$ cat src/design/xck_pkg.sv
// shared types and constants for the xchacha12 keystream xor block
package xck_pkg;

   localparam int unsigned DataWidth  = 64;
   localparam int unsigned CountWidth = 4;
   localparam int unsigned CsrIdxWidth = 3;
   localparam int unsigned Rounds     = 12;
   localparam int unsigned RoundCntWidth = 4;

   localparam logic [31:0] Sigma0 = 32'h61707865;
   localparam logic [31:0] Sigma1 = 32'h3320646e;
   localparam logic [31:0] Sigma2 = 32'h79622d32;
   localparam logic [31:0] Sigma3 = 32'h6b206574;

   typedef enum logic [CsrIdxWidth-1:0] {
      CSR_KEY_0   = 3'd0,
      CSR_KEY_1   = 3'd1,
      CSR_KEY_2   = 3'd2,
      CSR_KEY_3   = 3'd3,
      CSR_NONCE_0 = 3'd4,
      CSR_NONCE_1 = 3'd5,
      CSR_NONCE_2 = 3'd6
   } csr_idx_type;

   typedef logic [15:0][31:0] state_type;

   // controller to datapath
   typedef struct packed {
      logic load_hchacha;
      logic load_block;
      logic round_step;
      logic save_subkey;
      logic finish_block;
      logic emit_word;
      logic restart_msg;
   } dp_cmd_type;

   // datapath to controller
   typedef struct packed {
      logic last_round;
      logic word_wrap;
   } dp_sts_type;

   function automatic logic [31:0] rotl(input logic [31:0] v, input int unsigned s);
      rotl = (v << s) | (v >> (32 - s));
   endfunction

   // one quarter round on four words
   function automatic logic [127:0] qround(input logic [31:0] a, input logic [31:0] b,
                                           input logic [31:0] c, input logic [31:0] d);
      logic [31:0] ta, tb, tc, td;
      ta = a; tb = b; tc = c; td = d;
      ta = ta + tb; td = rotl(td ^ ta, 16);
      tc = tc + td; tb = rotl(tb ^ tc, 12);
      ta = ta + tb; td = rotl(td ^ ta, 8);
      tc = tc + td; tb = rotl(tb ^ tc, 7);
      qround = {ta, tb, tc, td};
   endfunction

   function automatic logic [DataWidth-1:0] byte_mask(input logic [CountWidth-1:0] cnt);
      logic [DataWidth-1:0] m;
      m = '0;
      for (int i = 0; i < 8; i++) begin
         if (cnt > CountWidth'(i)) begin
            m[8*i +: 8] = 8'hff;
         end
      end
      byte_mask = m;
   endfunction

endpackage

$ cat src/design/xck_ctrl.sv
// sequencer for subkey derivation, block generation and beat handshakes
module xck_ctrl (
   input  logic                clock,
   input  logic                reset,
   input  logic                req_valid,
   input  logic                req_last,
   output logic                req_ready,
   output logic                rsp_valid,
   input  logic                rsp_ready,
   output xck_pkg::dp_cmd_type cmd,
   input  xck_pkg::dp_sts_type sts
);

   typedef enum logic [2:0] {
      S_IDLE, S_HROUND, S_BLOAD, S_BROUND, S_BFIN, S_READY
   } state_type;

   state_type state_ff, state_in;
   logic in_msg_ff, in_msg_in;
   logic rsp_valid_ff, rsp_valid_in;
   logic take;

   // a beat is taken only with the keystream block ready and the output slot free
   assign take = (state_ff == S_READY) && (!rsp_valid_ff || rsp_ready);
   assign req_ready = take;
   assign rsp_valid = rsp_valid_ff;

   always_comb begin
      state_in = state_ff; in_msg_in = in_msg_ff; rsp_valid_in = rsp_valid_ff;
      cmd = '0;
      if (rsp_valid_ff && rsp_ready) begin
         rsp_valid_in = 1'b0;
      end
      unique case (state_ff)
         S_IDLE: begin
            if (req_valid) begin
               if (!in_msg_ff) begin
                  cmd.load_hchacha = 1'b1;
                  cmd.restart_msg  = 1'b1;
                  state_in = S_HROUND;
               end else begin
                  state_in = S_BLOAD;
               end
            end
         end
         S_HROUND: begin
            cmd.round_step = 1'b1;
            if (sts.last_round) begin
               state_in = S_BLOAD;
            end
         end
         S_BLOAD: begin
            if (!in_msg_ff) begin
               // x holds the final hchacha state; the block load waits until the subkey is saved, in the next cycle
               cmd.save_subkey = 1'b1;
               in_msg_in = 1'b1;
            end else begin
               cmd.load_block = 1'b1;
               state_in = S_BROUND;
            end
         end
         S_BROUND: begin
            cmd.round_step = 1'b1;
            if (sts.last_round) begin
               state_in = S_BFIN;
            end
         end
         S_BFIN: begin
            cmd.finish_block = 1'b1;
            state_in = S_READY;
         end
         S_READY: begin
            if (take && req_valid) begin
               cmd.emit_word = 1'b1;
               rsp_valid_in = 1'b1;
               if (req_last) begin
                  in_msg_in = 1'b0;
                  state_in = S_IDLE;
               end else if (sts.word_wrap) begin
                  state_in = S_BLOAD;
               end
            end
         end
         default: state_in = S_IDLE;
      endcase
   end

   always_ff @(posedge clock) begin
      if (reset) begin
         state_ff <= S_IDLE; in_msg_ff <= 1'b0; rsp_valid_ff <= 1'b0;
      end else begin
         state_ff <= state_in; in_msg_ff <= in_msg_in; rsp_valid_ff <= rsp_valid_in;
      end
   end

   a_rsp_hold: assert property (@(posedge clock) disable iff (reset)
      rsp_valid_ff && !rsp_ready |=> rsp_valid_ff)
      else $error("result beat dropped");
   a_ready_state: assert property (@(posedge clock) disable iff (reset)
      req_ready |-> state_ff == S_READY)
      else $error("input taken outside ready state");
   a_last_idle: assert property (@(posedge clock) disable iff (reset)
      req_valid && req_ready && req_last |=> state_ff == S_IDLE && !in_msg_ff)
      else $error("message not closed on last beat");

endmodule

$ cat config.mk
export PLATFORM = sky130hd
export DESIGN_NAME = xck_ctrl
export DESIGN_NICKNAME = d
export VERILOG_FILES = /design/src/design/xck_pkg.sv /design/src/design/xck_ctrl.sv
export SDC_FILE = /design/constraint.sdc
export NUM_CORES = 1
export LEC_CHECK = 0
export BUFFER_PORTS_ARGS = -buffer_cell sky130_fd_sc_hd__clkbuf_2
export CAP_MARGIN = 0
export CORE_AREA = 2 2 39 41
export CTS_CLUSTER_DIAMETER = 200
export CTS_CLUSTER_SIZE = 24
export DETAILED_ROUTE_END_ITERATION = 6
export DIE_AREA = 0 0 41 43
export GPL_ROUTABILITY_DRIVEN = 0
export HOLD_SLACK_MARGIN = 0.15
export PLACE_DENSITY = 0.62
export REMOVE_ABC_BUFFERS = 1
export SYNTH_ARGS = -nofsm -noshare
export SYNTH_HDL_FRONTEND = slang
export SYNTH_SLANG_ARGS = --single-unit
$ cat constraint.sdc
create_clock -name clock -period 1.4 [get_ports clock]
set_input_delay 0.14 -clock clock [delete_from_list [all_inputs] [get_ports clock]]
set_output_delay 0.14 -clock clock [all_outputs]
set_load 0.02 [all_outputs]
Word level (Yosys, flattened, before mapping)
Index checks and enable logic that the tools add are counted.
{"block": "op_classes", "n_eq_ne": 12, "muxes": 25, "reduce_logical": 10}
{"operator": "2-to-1 mux 3 bit", "count": 7}
{"operator": "one-hot mux 3 bit (6 select lines)", "count": 1}
{"operator": "2-to-1 mux 1 bit", "count": 15}
{"operator": "!= test 2 bit (second input constant)", "count": 5}
{"operator": "equality test 3 x 2 -> 1 bit (second input constant)", "count": 2}
{"operator": "equality test 3 bit (second input constant)", "count": 2}
{"operator": "AND reduction 6 bit", "count": 1}
{"operator": "equality test 3 x 1 -> 1 bit (second input constant)", "count": 1}
{"operator": "logical AND 1 bit", "count": 3}
{"operator": "zero test 3 bit", "count": 1}
{"operator": "!= test 3 bit (second input constant)", "count": 1}
{"operator": "AND reduction 3 bit", "count": 1}
{"operator": "2-to-1 mux 2 bit", "count": 1}
{"operator": "!= test 2 x 1 -> 1 bit (second input constant)", "count": 1}
{"operator": "one-hot mux 1 bit (2 select lines)", "count": 1}
{"operator": "nonzero test 2 bit", "count": 1}
{"operator": "OR reduction 2 bit", "count": 1}
{"operator": "zero test 1 bit", "count": 1}
{"operator": "logical OR 1 bit", "count": 1}
{"block": "word_totals", "input_bits": 7, "wordCells": 50, "ff_bits": 5}

Logic depth before layout (Yosys ltp)
{"block": "logic_depth", "word_depth": 6, "mapped_depth": 5, "depth_no_buf": 4}

Worst setup path before layout
OpenSTA, ideal clock, no wires.
{"block": "synth_timing", "kind": "reg-to-reg", "start": "reg state_ff[0]", "end": "reg state_ff[2]", "stages_incl_launch_ff": 5, "arrival_ns": 1.167, "setup_time_ns": 0.070, "t_required_ns": 1.330, "period_less_slack_ns": 1.236, "path_slack_ns": 0.164, "cell_sequence": "dfxtp_1 > buf_2 > nor2b_1 > nand3_1 > a21oi_1"}
{"block": "synth_between", "elab_chain_len": 5}
{"element": "from (decl)", "line_no": "xck_ctrl.sv:18", "text": "state_type state_ff, state_in;"}
{"element": "from (signal assigned)", "line_no": "xck_ctrl.sv:92", "text": "state_ff <= state_in; in_msg_ff <= in_msg_in; rsp_valid_ff <= rsp_valid_in;"}
{"element": "equality test 3 bit", "line_no": "xck_ctrl.sv:24, xck_ctrl.sv:34"}
{"element": "logical AND 1 bit", "line_no": "xck_ctrl.sv:24", "text": "assign take = (state_ff == S_READY) && (!rsp_valid_ff || rsp_ready);"}
{"element": "logical AND 1 bit", "line_no": "xck_ctrl.sv:73", "text": "if (take && req_valid) begin"}
{"element": "!= test 2 x 1 -> 1 bit (no line)"}
{"element": "AND reduction 6 bit (no line)"}
Several ways; a longest one is shown, not always the timed one.
A chain may end at the register's enable or synchronous reset.

Worst setup path in the final report
{"block": "layout_timing", "start": "reg state_ff[1]", "end": "out req_ready"}
{"block": "layout_between", "elab_chain_len": 2}
{"element": "equality test 3 bit", "line_no": "xck_ctrl.sv:24"}
{"element": "logical AND 1 bit", "line_no": "xck_ctrl.sv:24"}
{"element": "to (decl)", "line_no": "xck_ctrl.sv:7", "text": "output logic req_ready,"}
Every way passes these cells.

==> flow_summary.yaml <==
grt:
  grt_pass1_wl_microns: 1380
  grt-ovfl-total: 0
  grt_usage_pct: 11.6
  antenna_found_initial: 0
  grt_max_degree: 15
  grt_pass1_vias: 338
worst_setup_path:
  cp_max_fo: 14
  cp.required_ns: 1.26
  r2r_cells: 4
  start_kind: "flop"
  end_kind: "output pin"
  critPathArrivalTime_ns: 1.22
  r2r_slack_ns: 0.17
  reg2reg_to: "state_ff[1]"
  timing.rr.start: "state_ff[1]"
  critPathKind: "flop to output pin"
die:
  ios: 16
  start_util_pct: 27.6
  die-height_microns: 43
  dieArea_sq_mm: 0.00176
  die_w_microns: 41
  core_area_sq_mm: 0.00138
  std_cell_rows: 14
clocking:
  clkTransAtPathRegs_ns: 0.05
  cts_tree: "done"
  cts_sinks: 5
  clock_latency_ns: 0.25
  clock-root-buffer: "clkbuf_4"
  cts_max_level: 1
  cts_buffers: 3
  ctsLongestPathBuffers: 2
synth:
  yosys.area.top_type_share_pct: 26.2
  synthTopCellsByCount: "nor2_1 (6), dfxtp_1 (5), nand2_1 (4)"
  async_reset_ff_share_pct: 0
  ys_types: 27
  ys_seq_area_share_pct: 26.2
  syn_area_per_cell_sq_um: 7.79
  yosysMostFrequentCell: "nor2_1"
  synth_ff_type: "dfxtp_1"
  ys_warn_count: 0
  synth_area_leaders: "dfxtp_1 (26%), a2111oi_4 (7.2%), nor2_1 (5.9%)"
  synth_edf_count: 0
  netlist_instances: 49
  netlist_area_sq_um: 382
  yosysTopAreaCell: "dfxtp_1"
  ys_ff_latch: 5
drt:
  ant_nets: 0
  routedWlPerCell_microns: 11.0
  first_pass_iters: 4
  num_vias: 401
  drt-total-wl_microns: 901
  vias_per_cell: 4.89
  drc: 0
  drtIter0Drc: 3
sta:
  rsz0062_at_grt: "false"
  clock.fmax_mhz: 738
  skew_ns: 0.000147
  max_slew_margin_pct: 82.5
  finalHoldViolCount: 0
  slew_violations: 0
  finalSetupViolations: 0
  period_share_pct: 96.8
  worst_pin_slew_ns: 0.263
  timing.setup.tns_ns: 0
  period_minus_slack_ns: 1.36
placed_design:
  io_buffers: 15
  dp_hpwl_microns: 684
hold_path:
  hold_depth: 3
  min_to: "state_ff[2]"
  hold_path.class: "input port to flop"
  hp-start: "sts[1]"
finish:
  layout-drive-gt1-share_pct: 37.9
  multi_input_area_sq_um: 253
  fillers: 147
  diodes: 0
  syn_to_final_growth_pct: 32.5
  nets: 74
  seq_area_sq_um: 104
power_and_ir_drop:
  ir_drop_mv: 1.28
  finalPower_uw: 849
  power.density_mw_per_mm2: 1680
  p_leak_uw: 0.000221
job:
  drv_cap: 0
status:
  status: "completed"
==> state kept, by name, summed over array words and instances (netlist names) <==
register / count
in_msg_ff: 1
rsp_valid: 1
state_ff: 3
==> final cells by class <==
| cell class | instances | area share, % |
|---|---|---|
| Multi-Input combinational cell | 39 | 50.0 |
| Tap cell | 16 | 3.96 |
| Clock buffer | 4 | 5.20 |
| Inverter | 1 | 0.743 |
| Timing Repair Buffer | 17 | 19.6 |
| Sequential cell | 5 | 20.5 |
==> critical path: stages (launching register included) <==
cell	delay, ns
dfxtp_2	0.45
and3b_1	0.23
and2_1	0.14
buf_4	0.15
==> power breakdown <==
group	total [uW]	leakage [uW]	switching, uW	internal, uW
combinational	386	0.000164	213	173
sequential	288	0.0000420	99.3	189
clock	175	0.0000150	66.5	108
total	849	0.000221	379	470
==> cells by family (layout without fill, tap and decap cells) <==
logic type / after synthesis / in the layout / synth area share [%]
multiplexers: 1 / 1 / 2.62
AO/OA/AOI/OAI: 11 / 11 / 24.3
buffers and inverters: 5 / 22 / 7.54
AND/OR/NAND/NOR: 27 / 27 / 39.3
flip-flops: 5 / 5 / 26.2
==> routing by layer <==
metal / track usage, % / wire (microns)
met1: 13.9 / 412
met2: 17.8 / 429
met3: 3.14 / 36
met4: 6.00 / 22
met5: 0 / 0
==> metrics by stage <==
| step | hold WS [ns] | utilization, % | cells | setup slack (ns) | cell area (sq um) |
|---|---|---|---|---|---|
| 6_report | 0.177 | 36.5 | 82 | 0.0448 | 505 |
| 5_1_grt | 0.189 | 36.5 | 82 | 0.00615 | 505 |
| 4_1_cts | 0.178 | 36.3 | 82 | 0.0308 | 503 |
| 3_5_place_dp | 0.389 | 33.2 | 77 | 0.0479 | 459 |
| 3_3_place_gp | 0.394 | 33.2 | 77 | 0.0631 | 459 |
| 2_1_floorplan | 0.209 | - | 45 | 0.160 | 357 |
==> cell usage in the layout (no fill, tap or decap), types with 2 or more instances in the layout <==
cell type and instances:
a21oi_1 3, and3_1 2, buf_2 2, clkbuf_2 12, clkbuf_4 3, dfxtp_1 2
dfxtp_2 3, nand2_1 4, nand2b_1 2, nor2_1 6, nor3_1 3, nor3b_1 2
o21ai_0 2
==> how the worst max path moves through the flow <==
stage | end | start | cells past startpoint
2_1_floorplan | state_ff[1] | state_ff[1] | 4
3_3_place_gp | state_ff[1] | state_ff[1] | 4
3_5_place_dp | state_ff[1] | state_ff[1] | 4
4_1_cts | req_ready | state_ff[2] | 4
5_1_grt | cmd[0] | state_ff[2] | 4
6_report | req_ready | state_ff[1] | 3
==> what timing repair did <==
item	CTS	global route
gates resized for setup	4	4
buffers inserted	0	0
hold buffers	1	0
hold endpoints to repair	4	0
endpoints found under the setup margin	6	4
Note: power is estimated with default switching activity, not from simulation.
